**config.mk**
```make
export PLATFORM = sky130hd
export DESIGN_NAME = c8_ram
export DESIGN_NICKNAME = d
export VERILOG_FILES = /design/src/rtl/core/c8_ram.sv
export SDC_FILE = /design/constraint.sdc
export NUM_CORES = 2
export LEC_CHECK = 0
export BUFFER_PORTS_ARGS = -buffer_cell sky130_fd_sc_hd__buf_2
export CAP_MARGIN = 10
export CORE_AREA = 2 2 443 335
export DETAILED_ROUTE_END_ITERATION = 8
export DIE_AREA = 0 0 445 337
export GPL_TIMING_DRIVEN = 0
export HOLD_SLACK_MARGIN = 0.12
export PLACE_DENSITY = 0.72
export SETUP_SLACK_MARGIN = 0.5
export SKIP_CTS_REPAIR_TIMING = 1
export SYNTH_ARGS = -nofsm -noshare
export SYNTH_HDL_FRONTEND = slang
export SYNTH_SLANG_ARGS = --single-unit
```
**constraint.sdc**
```tcl
create_clock -name clk -period 2.6 [get_ports clk]
set_clock_uncertainty 0.05 [all_clocks]
set_input_delay 0.39 -clock clk [delete_from_list [all_inputs] [get_ports clk]]
set_output_delay 0.39 -clock clk [all_outputs]
set_load 0.005 [all_outputs]
```
**src/rtl/core/c8_ram.sv**
```systemverilog
`default_nettype none

module c8_ram #(
    parameter int WIDTH = 8,
    parameter int DEPTH = 256
) (
    input  wire logic                     clk,
    input  wire logic                     we,
    input  wire logic [$clog2(DEPTH)-1:0] waddr,
    input  wire logic [WIDTH-1:0]         wdata,
    input  wire logic [$clog2(DEPTH)-1:0] raddr,
    output logic      [WIDTH-1:0]         rdata
);

    logic [WIDTH-1:0] mem [DEPTH];

    // one write port, registered read port
    always_ff @(posedge clk)
    begin
        if (we)
        begin
            mem[waddr] <= wdata;
        end
        rdata <= mem[raddr];
    end

endmodule

`default_nettype wire

```
* Word level (Yosys, flattened, before mapping)
Memories as Yosys holds them, arrays and structs flattened. A register that Yosys moved wholly into a read port is not among the register bits.
Index checks and enable logic that the tools add are counted.
** Operators by class
- Add/sub/neg operators :: 0
- Multiply operators :: 0
- Divide/modulo/power cells :: 0
- Magnitude comparators :: 0
- Eq/ne operators :: 0
- Shift operators :: 0
- Mux-type cells :: 2
- Bitwise operators :: 0
- Reductions and logical operators :: 0
** Operators with widths (number)
- $mux W1 :: 2
** Word-level totals
- Register bits after elaboration :: 0
- Latch bits :: 0
- Memory bits (writable) :: 2048
- ROM bits :: 0
- Bits of input ports :: 26
- Output and inout port bits :: 8
- Logic and storage cells :: 3
- Memories kept :: 1
** Memories
- mem :: depth 256, width 8, read ports 1, clocked after memory_dff 1, write ports 1, line 15 : logic [WIDTH-1:0] mem [DEPTH];

* Depth between registers and ports, before layout
- Depth in word-level cells :: 2
- Mapped depth :: 11
- Mapped depth without buffers :: 6

* Least setup slack after synthesis
OpenSTA, ideal clock, no wires.
- Kind :: input-to-reg
- From :: in raddr[0]
- To :: reg rdata[2] (read register of mem)
- Library setup time :: 131 ps
- Arrival time :: 2197 ps
- Required time :: 2419 ps
- Setup slack :: 222 ps
- Cell stages on the path :: 9
- Buffers on the path :: 4
- Cells stage by stage :: buf_6 > buf_12 > buf_8 > buf_2 > mux4_2 > a22oi_1 > a21oi_1 > nor4_1 > nor4_2
** RTL lines
- start: declaration :: line 11 : input wire logic [$clog2(DEPTH)-1:0] raddr,
- end: declaration :: line 12 : output logic [WIDTH-1:0] rdata

==> reports/qor.csv <==
stage,metric,value,unit
synthesis,yosysUniqueCellTypes,55,
placement,gp_congestion,0.9697,
sta,fmax,377.4,MHz
final_layout,nFillCells,9638,
synthesis,synth-edff-count,2048,
sta,hold_violations,0,
flow_run,timing.max_cap.violations,0,
floorplan,fp.dieH,337,µm
drt,wl_per_cell,39.00,µm
global_routing,grt_max_degree,151,
floorplan,core_area,146200,µm²
synthesis,ys_seq_elements,2056,
synthesis,synth_top_area_share,0.7730,
worst_setup_path,criticalPathCategory,in -> reg,
clocking,clkSinkCount,2056,
synthesis,synth.area.top_cells,"edfxtp_1, mux4_2, mux2i_1, nor2_1, a22oi_1",
final_layout,syn2layout_area_growth,14.93,%
clocking,worstSkewPairLatency,0.84,ns
worst_setup_path,crit_arrival,3.27,ns
final_layout,drive_gt1_frac,0.3119,
sta,slew_headroom,0.1445,
floorplan,die_area,150000,µm²
synthesis,synth.most_common_cell,edfxtp_1,
sta,setup_viol,1,
drt,postRouteAntennaNets,0,
worst_setup_path,worstPathRequired,3.22,ns
floorplan,core.rowCount,122,
synthesis,yosysTopAreaCell,edfxtp_1,
placement,dpl_cell_area,82900,µm²
power,powerDensity,742.3,nW/µm²
drt,drt_iter0_drc,8369,
final_layout,finalNonFillerCells,6064,
synthesis,synthTopCellsByCount,"edfxtp_1, mux4_2, nor2_1",
floorplan,start_util,0.5440,
floorplan,ios,34,
synthesis,avgSynthCellArea,21.31,µm²
drt,first_pass_iters,8,
placement,dp.cells,5693,
clocking,clkSlewWorstSetupHoldPaths,0.06,ns
run_status,status,"finished, violations left",
clocking,ctsHtreeMaxLevel,4,
placement,hpwl,154400,µm
synthesis,yosysWarnings,0,
power,max-vdd-ir-drop,0.0005931,V
global_routing,grt_pass1_wl,321300,µm
drt,drc_errors,0,
sta,whs,0.1081,ns
floorplan,fp.dieW,445,µm
clocking,numCtsBuffers,180,
clocking,cts_tree,built,
sta,period_needed,2.650,ns
worst_setup_path,setup.worst_path.start_class,input pin,
final_layout,nets,4010,
sta,final.setup.tns,-0.04976,ns
drt,num_vias,42780,
final_layout,multi_input_area,18540,µm²
final_layout,ff_latch_area,61660,µm²
sta,fin_ws,-0.04976,ns
global_routing,antenna_found_initial,12,
min_path,hold_path_class,in -> reg,
worst_setup_path,cp_max_fo,10,
sta,worstMarginPinSlew,1.279,ns
sta,slew_violations,0,
synthesis,mappedNetlistArea,79560,µm²
run_status,violations,negative setup slack,
sta,post-route-period-util,1.019,
synthesis,synthFlopType,edfxtp_1,
placement,portBuffers,26,
synthesis,syn-num-nets,3759,
worst_setup_path,cp-end-kind,register,
clocking,cts_buffer_depth,3,
global_routing,grt_usage,0.3148,
synthesis,async_flop_share,0,
power,power.leakage,27.95,nW
global_routing,grt.overflow.total,0,
drt,via_per_inst,7.055,
final_layout,final_area,91430,µm²
clocking,cts_root_buf,clkbuf_16,
global_routing,grt_pass1_vias,40420,
power,totalPowerFinal,67.87,mW
synthesis,seq_area_frac_synth,0.7750,
synthesis,syn_inst,3733,
sta,rsz0062_at_grt,true,
drt,wl,236500,µm
[kinds of logic (layout without fill, tap and decap cells)]
kind of cell           count (synthesis)  after routing  synth area share
flip-flops                          2056           2056            0.7750
multiplexers                         591            591            0.1462
AND/OR/NAND/NOR                      466            466           0.02628
other                                  0              9                 0
AO/OA/AOI/OAI                        385            385           0.03419
buffers and inverters                235            635           0.01831
[cell type report]
class	instances	share of cell area
clock buffers	228	0.05286
repair buffers	69	0.008430
multi-input cells	1442	0.2028
plain buffers	233	0.02428
well taps	1922	0.02630
inverters	2	0.0001232
clock inverters	103	0.01056
flip-flops and latches	2056	0.6744
diodes	9	0.0002463
[state kept, by name, summed over array words and instances (netlist names)]
signal,count
rdata,8
mem,2048
[per-stage QoR]
step	utilization	worst slack, ns
floorplan	-	0.3412
global route	0.6251	0.06799
global placement	0.5643	-2.672
finish	0.6252	-0.04976
detailed placement	0.5669	-2.427
CTS	0.6066	-1.581
[placed cells by master (no fill, tap or decap), types with 13 or more instances in the layout]
cell type / netlist / final
buf_8: 13 / 26
mux4_2: 454 / 454
nor2b_1: 31 / 26
buf_4: 27 / 51
clkbuf_16: 0 / 187
edfxtp_1: 2048 / 2048
o22ai_1: 28 / 28
mux2i_1: 134 / 132
buf_12: 8 / 34
nand2_1: 33 / 27
o221ai_2: 1 / 14
a22oi_1: 133 / 125
buf_16: 0 / 13
nor4_4: 0 / 16
nor2_2: 0 / 30
buf_2: 31 / 47
nand3_1: 34 / 28
bufinv_16: 0 / 16
clkinv_1: 1 / 31
nor2_4: 0 / 134
clkbuf_4: 0 / 28
a21oi_2: 0 / 13
clkinv_2: 0 / 42
o221ai_1: 46 / 30
clkbuf_2: 0 / 42
nor2_1: 282 / 118
clkbuf_1: 111 / 59
a21oi_1: 96 / 81
buf_6: 21 / 35
[critical path, stage by stage]
cell	delay [ns]
buf_2	0.36
buf_2	0.51
nand2b_1	0.41
clkbuf_2	0.50
a21oi_1	0.17
nor4_4	0.72
nor4_4	0.16
[power by group]
part           switching [mW]  leakage [nW]  internal, mW  total (mW)
sequential             0.0252          18.5          36.5        36.6
clock                    12.1          2.85          14.8        26.9
combinational            2.96          6.63          1.42        4.38
[layer usage]
metal  up-vias  global-route usage  wire length (µm)
li1      16250                   -                 -
met1     22200              0.4480             86090
met2      3729              0.4335             99640
met3       613              0.1255             38820
met4         2              0.1359             11890
met5         -                   0                63
[path summary, 6_finish.rpt]
kind | start | to | slack (ns) | cells after the start
min | wdata[5] | mem[67][5]$_DFFE_PP_ | 0.11 | 1
max reg2reg | mem[96][2]$_DFFE_PP_ | rdata[2]$_DFF_P_ | 0.05 | 6
min reg2reg | mem[41][3]$_DFFE_PP_ | rdata[3]$_DFF_P_ | 1.20 | 6
max | raddr[5] | rdata[2]$_DFF_P_ | -0.05 | 7
Power figures use the tool's default switching activity.
