`src/rtl/core/c8_pkg.sv`:
```
`default_nettype none

package c8_pkg;

    // memory geometry
    localparam int MEM_BYTES    = 4096;
    localparam int MEM_AW       = 12;
    localparam int FRAME_BYTES  = 256;
    localparam int FRAME_AW     = 8;
    localparam int STACK_DEPTH  = 16;
    localparam int FONT_LEN     = 80;
    localparam logic [11:0] FONT_BASE = 12'h050;
    localparam logic [11:0] PROG_BASE = 12'h200;

    // input actions
    localparam logic [2:0] ACT_LOAD = 3'd0;
    localparam logic [2:0] ACT_EXEC = 3'd1;
    localparam logic [2:0] ACT_TICK = 3'd2;
    localparam logic [2:0] ACT_KEY  = 3'd3;
    localparam logic [2:0] ACT_READ = 3'd4;

    // run modes
    localparam logic [1:0] MODE_RUN  = 2'd0;
    localparam logic [1:0] MODE_WAIT = 2'd1;
    localparam logic [1:0] MODE_STOP = 2'd2;

    // fault codes
    localparam logic [1:0] FAULT_NONE      = 2'd0;
    localparam logic [1:0] FAULT_UNDERFLOW = 2'd1;
    localparam logic [1:0] FAULT_OVERFLOW  = 2'd2;
    localparam logic [1:0] FAULT_OPCODE    = 2'd3;

    // opcode groups
    localparam logic [3:0] OP_SYS  = 4'h0;
    localparam logic [3:0] OP_JP   = 4'h1;
    localparam logic [3:0] OP_CALL = 4'h2;
    localparam logic [3:0] OP_SEB  = 4'h3;
    localparam logic [3:0] OP_SNEB = 4'h4;
    localparam logic [3:0] OP_SER  = 4'h5;
    localparam logic [3:0] OP_LDB  = 4'h6;
    localparam logic [3:0] OP_ADDB = 4'h7;
    localparam logic [3:0] OP_ALU  = 4'h8;
    localparam logic [3:0] OP_SNER = 4'h9;
    localparam logic [3:0] OP_LDI  = 4'hA;
    localparam logic [3:0] OP_JPV0 = 4'hB;
    localparam logic [3:0] OP_RND  = 4'hC;
    localparam logic [3:0] OP_DRW  = 4'hD;
    localparam logic [3:0] OP_KEY  = 4'hE;
    localparam logic [3:0] OP_MISC = 4'hF;

    // instruction costs in microseconds
    localparam logic [14:0] COST_CLS  = 15'd109;
    localparam logic [14:0] COST_JUMP = 15'd105;
    localparam logic [14:0] COST_SKB  = 15'd55;
    localparam logic [14:0] COST_SKR  = 15'd73;
    localparam logic [14:0] COST_LDB  = 15'd27;
    localparam logic [14:0] COST_MOV  = 15'd45;
    localparam logic [14:0] COST_ALU  = 15'd200;
    localparam logic [14:0] COST_RND  = 15'd164;
    localparam logic [14:0] COST_DRW  = 15'd22734;
    localparam logic [14:0] COST_ADDI = 15'd86;
    localparam logic [14:0] COST_FONT = 15'd91;
    localparam logic [14:0] COST_BCD  = 15'd927;
    localparam logic [14:0] COST_BLK  = 15'd605;

    typedef enum logic [3:0] {
        ALU_PASS, ALU_OR, ALU_AND, ALU_XOR, ALU_ADD,
        ALU_SUB, ALU_SHR, ALU_SUBN, ALU_SHL, ALU_EQ
    } alu_op_t;

    typedef enum logic [4:0] {
        ST_CLEAR, ST_IDLE, ST_FETCH_HI, ST_FETCH_LO, ST_READ_X, ST_READ_Y,
        ST_EXEC, ST_WRITE_VF, ST_CLS, ST_SPR_ROW, ST_SPR_RD1, ST_SPR_WR1,
        ST_SPR_RD2, ST_SPR_WR2, ST_BCD, ST_STORE, ST_LOAD_RD, ST_LOAD_WR,
        ST_DISP, ST_FINISH
    } state_t;

    localparam logic [7:0] FONT_ROM [FONT_LEN] = '{
        8'hf0, 8'h90, 8'h90, 8'h90, 8'hf0, 8'h20, 8'h60, 8'h20, 8'h20, 8'h70,
        8'hf0, 8'h10, 8'hf0, 8'h80, 8'hf0, 8'hf0, 8'h10, 8'hf0, 8'h10, 8'hf0,
        8'h90, 8'h90, 8'hf0, 8'h10, 8'h10, 8'hf0, 8'h80, 8'hf0, 8'h10, 8'hf0,
        8'hf0, 8'h80, 8'hf0, 8'h90, 8'hf0, 8'hf0, 8'h10, 8'h20, 8'h40, 8'h40,
        8'hf0, 8'h90, 8'hf0, 8'h90, 8'hf0, 8'hf0, 8'h90, 8'hf0, 8'h10, 8'hf0,
        8'hf0, 8'h90, 8'hf0, 8'h90, 8'h90, 8'he0, 8'h90, 8'he0, 8'h90, 8'he0,
        8'hf0, 8'h80, 8'h80, 8'h80, 8'hf0, 8'he0, 8'h90, 8'h90, 8'h90, 8'he0,
        8'hf0, 8'h80, 8'hf0, 8'h80, 8'hf0, 8'hf0, 8'h80, 8'hf0, 8'h80, 8'h80
    };

    // decimal digits of a byte: {hundreds, tens, ones}
    function automatic logic [11:0] bcd_digits(input logic [7:0] v);
        logic [1:0]  h;
        logic [7:0]  r;
        logic [14:0] p;
        logic [3:0]  t;
        logic [7:0]  o;
        h = (v >= 8'd200) ? 2'd2 : ((v >= 8'd100) ? 2'd1 : 2'd0);
        r = v - ({6'd0, h} * 8'd100);
        p = 15'(r) * 15'd205;
        t = p[14:11];
        o = r - ({4'd0, t} * 8'd10);
        return {2'b00, h, t, o[3:0]};
    endfunction

endpackage

`default_nettype wire

```
`src/rtl/core/c8_alu.sv`:
```
`default_nettype none

module c8_alu (
    input  wire c8_pkg::alu_op_t op,
    input  wire logic [7:0]      a,
    input  wire logic [7:0]      b,
    output logic      [7:0]      result,
    output logic                 flag
);

    import c8_pkg::*;

    logic [8:0] sum;

    assign sum = {1'b0, a} + {1'b0, b};

    // shared byte unit for register ops, adds and compares
    always_comb
    begin
        result = b;
        flag   = 1'b0;
        case (op)
            ALU_PASS: result = b;
            ALU_OR:   result = a | b;
            ALU_AND:  result = a & b;
            ALU_XOR:  result = a ^ b;
            ALU_ADD:
            begin
                result = sum[7:0];
                flag   = sum[8];
            end
            ALU_SUB:
            begin
                result = a - b;
                flag   = (a >= b);
            end
            ALU_SHR:
            begin
                result = {1'b0, b[7:1]};
                flag   = b[0];
            end
            ALU_SUBN:
            begin
                result = b - a;
                flag   = (b >= a);
            end
            ALU_SHL:
            begin
                result = {b[6:0], 1'b0};
                flag   = b[7];
            end
            ALU_EQ:
            begin
                result = a;
                flag   = (a == b);
            end
            default:
            begin
                result = b;
                flag   = 1'b0;
            end
        endcase
    end

endmodule

`default_nettype wire

```
`config.mk`:
```
export PLATFORM = sky130hd
export DESIGN_NAME = c8_alu
export DESIGN_NICKNAME = d
export VERILOG_FILES = /design/src/rtl/core/c8_pkg.sv /design/src/rtl/core/c8_alu.sv
export SDC_FILE = /design/constraint.sdc
export NUM_CORES = 1
export LEC_CHECK = 0
export ABC_AREA = 1
export BUFFER_PORTS_ARGS = -buffer_cell sky130_fd_sc_hd__buf_2
export CORE_UTILIZATION = 25
export DETAILED_ROUTE_END_ITERATION = 10
export PLACE_DENSITY = 0.41
export SLEW_MARGIN = 40
export SYNTH_ARGS = -nofsm -noshare
export SYNTH_HDL_FRONTEND = slang
export SYNTH_SLANG_ARGS = --single-unit
```
`constraint.sdc`:
```
create_clock -name vclk -period 1.6
set_input_delay 0.16 -clock vclk [all_inputs]
set_output_delay 0.16 -clock vclk [all_outputs]
set_load 0.01 [all_outputs]
```
Word-level counts from Yosys, hierarchy flattened
Cells that the tools add are included.
Widths: inputs -> output; s select.

storage, ports and cells
  bits in registers = 0
  input port bits = 20
  logic and storage cells = 20

cells by class
  $add $sub $neg = 3
  magnitude comparators = 2
  equality and inequality tests = 10
  muxes and demuxes = 2
  bitwise gates (word level) = 3

operators by type and width
  kind                number
  $pmux 8 s9          1
  $eq 4x3->1 const B  4
  $ge 8x8->1          2
  $sub 8x8->8         2
  $add 8x8->9         1
  $and 8x8->8         1
  $eq 4x2->1 const B  2
  $eq 4x4->1 const B  2
  $eq 8x8->1          1
  $or 8x8->8          1
  $xor 8x8->8         1
  $pmux 1 s6          1
  $eq 4x1->1 const B  1

Depth between registers and ports, before layout
  depth after elaboration = 2
  gate-level depth with buffers = 13

Least setup slack after synthesis
Ideal clock, no wire load.

  path type = input-to-output
  start = input a[0]
  end = output result[4]
  arrival time = 1383 ps
  required time = 1440 ps
  slack = 57 ps
  stages on the path = 11
  buffers on the path = 0
  cell sequence = inv_1 > ha_1 > inv_1 > fa_1 > nand2_1 > nand2_1 > nor2_1 > o21ai_1 > nand2_1 > nor2_1 > nor2_1

on the way
  cells in the longest elaborated chain, start to end = 2
  elaborated cells between the ends (all ways) = 4
  classes of those cells = add/sub (3); mux (1)

RTL lines
  item                                       line          text
  from (decl)                                c8_alu.sv:5   input wire logic [7:0] a,
  $sub 8x8->8, or another cell as far along  c8_alu.sv:44  result = b - a;
  $pmux 8 s9 (*)                             c8_alu.sv:22  case (op)
  to (decl)                                  c8_alu.sv:7   output logic [7:0] result,

Every way passes the cells marked *; elsewhere a longest branch is shown, timed or not.

Final worst setup path
  start = input a[1]
  end = output result[6]

Same word-level chain as after synthesis.

==> impl_metrics.csv <==
group,metric,value,unit
run_status,outcome,"complete, but fails checks",
run_status,violations,"setup timing",
worst_setup_path,start_kind,"input pin",
worst_setup_path,crit_chain,"buf_8 > inv_4 > buf_6 > fa_2 > inv_2 > nand2_2 > nand3_2 > nand3b_1 > nand2_1 > nand2_1 > nand3_1 > nand2_1 > nor2_2 > nand2_1 > buf_2",
logic_synthesis,yosysSeqAreaShare,0,%
power_and_ir_drop,sw_frac_of_total,55.1,%
logic_synthesis,syn_area_per_cell,5.58,um2
worst_setup_path,cp_data_arrival_time,1.64,ns
logic_synthesis,synth_top_area_share,23.5,%
logic_synthesis,postSynthCellCount,344,
power_and_ir_drop,leakage,1.60,nW
placed_design,dp_worst_setup_slack,-0.382,ns
worst_setup_path,crit_top_cell,"nand2_1",
power_and_ir_drop,netSwitchingPower,535,uW
floorplanning,io_pins,29,
final_layout,regArea,0,um2
global_route,grt_max_degree,10,
routing,dr_wl_met3,255,um
worst_setup_path,cp_top_family,"simple AND/OR/NAND/NOR gates",
final_layout,final_layout_size_suffix_gt1_share,49.7,%
power_and_ir_drop,ir_worst_vdd,0.101,mV
final_layout,final_cell_count_no_fill,546,
global_route,grt_antenna_before_repair,0,
power_and_ir_drop,p_comb_share,100.0,%
final_layout,nClkBuffers,0,
floorplanning,dieWidth,89.6,um
power_and_ir_drop,internal_power,437,uW
global_route,grt_pass1_wl,12500,um
routing,met2WireLength,3530,um
routing,routed.top_layer,"met4",
placed_design,dp_cells,534,
routing,totalWireLength,7710,um
logic_synthesis,netlist_area,1920,um2
power_and_ir_drop,power.density,310,nW/um2
floorplanning,dieHeight,89.6,um
routing,drt_pass1_iterations,6,
final_layout,seq_cell_count,0,
power_and_ir_drop,power,971,uW
placed_design,port_buffers,29,
logic_synthesis,yosysWarnings,0,
final_layout,syn_to_final_growth,63.5,%
floorplanning,core_area,7330,um2
clock_network,cts-hold-fix-buffers,0,
worst_setup_path,path_buf_inv,5,
power_and_ir_drop,clkPwrFrac,0,%
logic_synthesis,ys_types,30,
flow_run,cap_viol_max_count,0,
timing,rsz0062_at_grt,"yes",
routing,wl_met1,3830,um
worst_setup_path,cp_slowest_stage_delay,0.41,ns
timing,layout_setup_ws,-0.199,ns
global_route,grt_usage,20.1,%
worst_setup_path,cp_slowest_cell,"fa_2",
routing,drc,0,
placed_design,hpwlAfterDp,6160,um
timing,hold_viol,0,
final_layout,utilization,42.8,%
power_and_ir_drop,seq_power_share,0,%
routing,num_vias,2579,
timing,fin_setup_tns,-1.12,ns
floorplanning,dieArea,8030,um2
routing,viasPerCell,4.72,
floorplanning,rows,31,
worst_setup_path,end_kind,"output port",
logic_synthesis,synth_nets,403,
global_route,grt_pass1_vias,2496,
placed_design,gp_congestion,0.889,
routing,wl_per_cell,14.1,um
logic_synthesis,yosysTopAreaCell,"ha_1",
final_layout,num_antenna_cells,0,
worst_hold_path,hold_class,"input pin to output port",
worst_setup_path,cp_max_fo,4,
global_route,grt_overflow,0,
timing,finalCriticalPeriod,1.80,ns
logic_synthesis,synth_area_leaders,"ha_1 23%, nand2_1 20%, nand3_1 9.7%",
worst_setup_path,required,1.44,ns
worst_setup_path,path_class,"input pin to output port",
timing,worst_pin_slew,0.323,ns
timing,max_freq,556,MHz
timing,setup_viol,8,
timing,slew_violations,0,
timing,timing.final.crit_share,112,%
timing,relSlewSlack,78.4,%
routing,ant_nets,0,
final_layout,num-nets-final,508,
routing,drt_iter0_drc,119,
floorplanning,start_util,26.2,%
final timing paths:
| path | to | startpoint | depth (start not counted) |
|---|---|---|---|
| hold / removal | result[6] | b[6] | 5 |
| setup / recovery | result[6] | a[1] | 15 |
placed cells by master (no fill, tap or decap), types with 2 or more instances in the layout:
| cell type | instances |
|---|---|
| inv_1 | 23 |
| buf_6 | 7 |
| inv_2 | 29 |
| nor2_1 | 21 |
| o21ai_0 | 9 |
| nor3_1 | 3 |
| o22ai_1 | 8 |
| a21oi_1 | 5 |
| a21oi_4 | 2 |
| buf_4 | 76 |
| nand2_4 | 3 |
| nand2_1 | 84 |
| ha_2 | 8 |
| o211ai_1 | 5 |
| nand2_2 | 23 |
| nand3_2 | 9 |
| xor2_1 | 2 |
| ha_4 | 8 |
| nand4_1 | 4 |
| inv_4 | 4 |
| nand3_1 | 29 |
| o2111ai_1 | 2 |
| ha_1 | 20 |
| nor2_2 | 6 |
| buf_2 | 23 |
| fa_2 | 3 |
| o21ai_1 | 5 |
| buf_8 | 2 |
| nor2_4 | 8 |
| nand3b_1 | 3 |
| a21oi_2 | 6 |
kinds of logic after synthesis:
kind of cell	after synthesis	synth area share, %
AND/OR/NAND/NOR	196	45.3
buffers and inverters	62	13.2
AO/OA/AOI/OAI	45	13.9
adder cells (fa/ha/maj)	39	26.6
XOR/XNOR	2	0.913
cell type report:
cell class | instances | area, um2
Timing Repair Buffer | 108 | 795
Tap cell | 99 | 124
Fill cell | 794 | 4190
Inverter | 57 | 225
Multi-Input combinational cell | 282 | 1990
Yosys cell counts:
master / number
nor2_1: 29
buf_6: 1
inv_2: 9
o22ai_1: 9
buf_4: 3
nand3_1: 37
and2_1: 1
nand3_2: 1
ha_1: 36
buf_2: 1
o21ai_0: 12
or2_2: 1
nor3b_1: 1
a21oi_1: 13
nand3b_1: 3
nor3_1: 3
nand2_2: 7
a22oi_1: 1
o211ai_1: 5
o211ai_2: 1
inv_1: 47
nand4_1: 4
nand2_1: 103
xor2_1: 2
o21ai_1: 2
clkinv_2: 1
nor2_4: 3
fa_1: 3
nor2_2: 3
o2111ai_1: 2
power by group through the flow:
stage,logic [mW],clock network (mW),registers (mW)
floorplan,0.422,0,0
global placement,0.780,0,0
detailed placement,0.770,0,0
CTS,0.906,0,0
global route,1.07,0,0
finish,0.971,0,0
metrics by stage:
step / hold WS [ns] / area [um2]
detailed placement: 0.743 / 2650
floorplan: 0.442 / 1920
CTS: 0.748 / 2970
global placement: 0.737 / 2650
finish: 0.750 / 3140
global route: 0.789 / 3140
per-layer routing:
metal | track usage, % | up-vias
met3 | 0.183 | 10
met4 | 2.60 | 0
met5 | 0 | -
met2 | 34.0 | 65
met1 | 29.2 | 1193
li1 | - | 1311
what timing repair did:
item                                    CTS  global route
pin swaps                                32            29
endpoints found under the setup margin    8             9
resized for setup                        94            29
gates cloned                              0             0
endpoints found under the hold margin     0             0
setup buffers                             4             8
No activity file was read; power rests on OpenSTA's default activity.
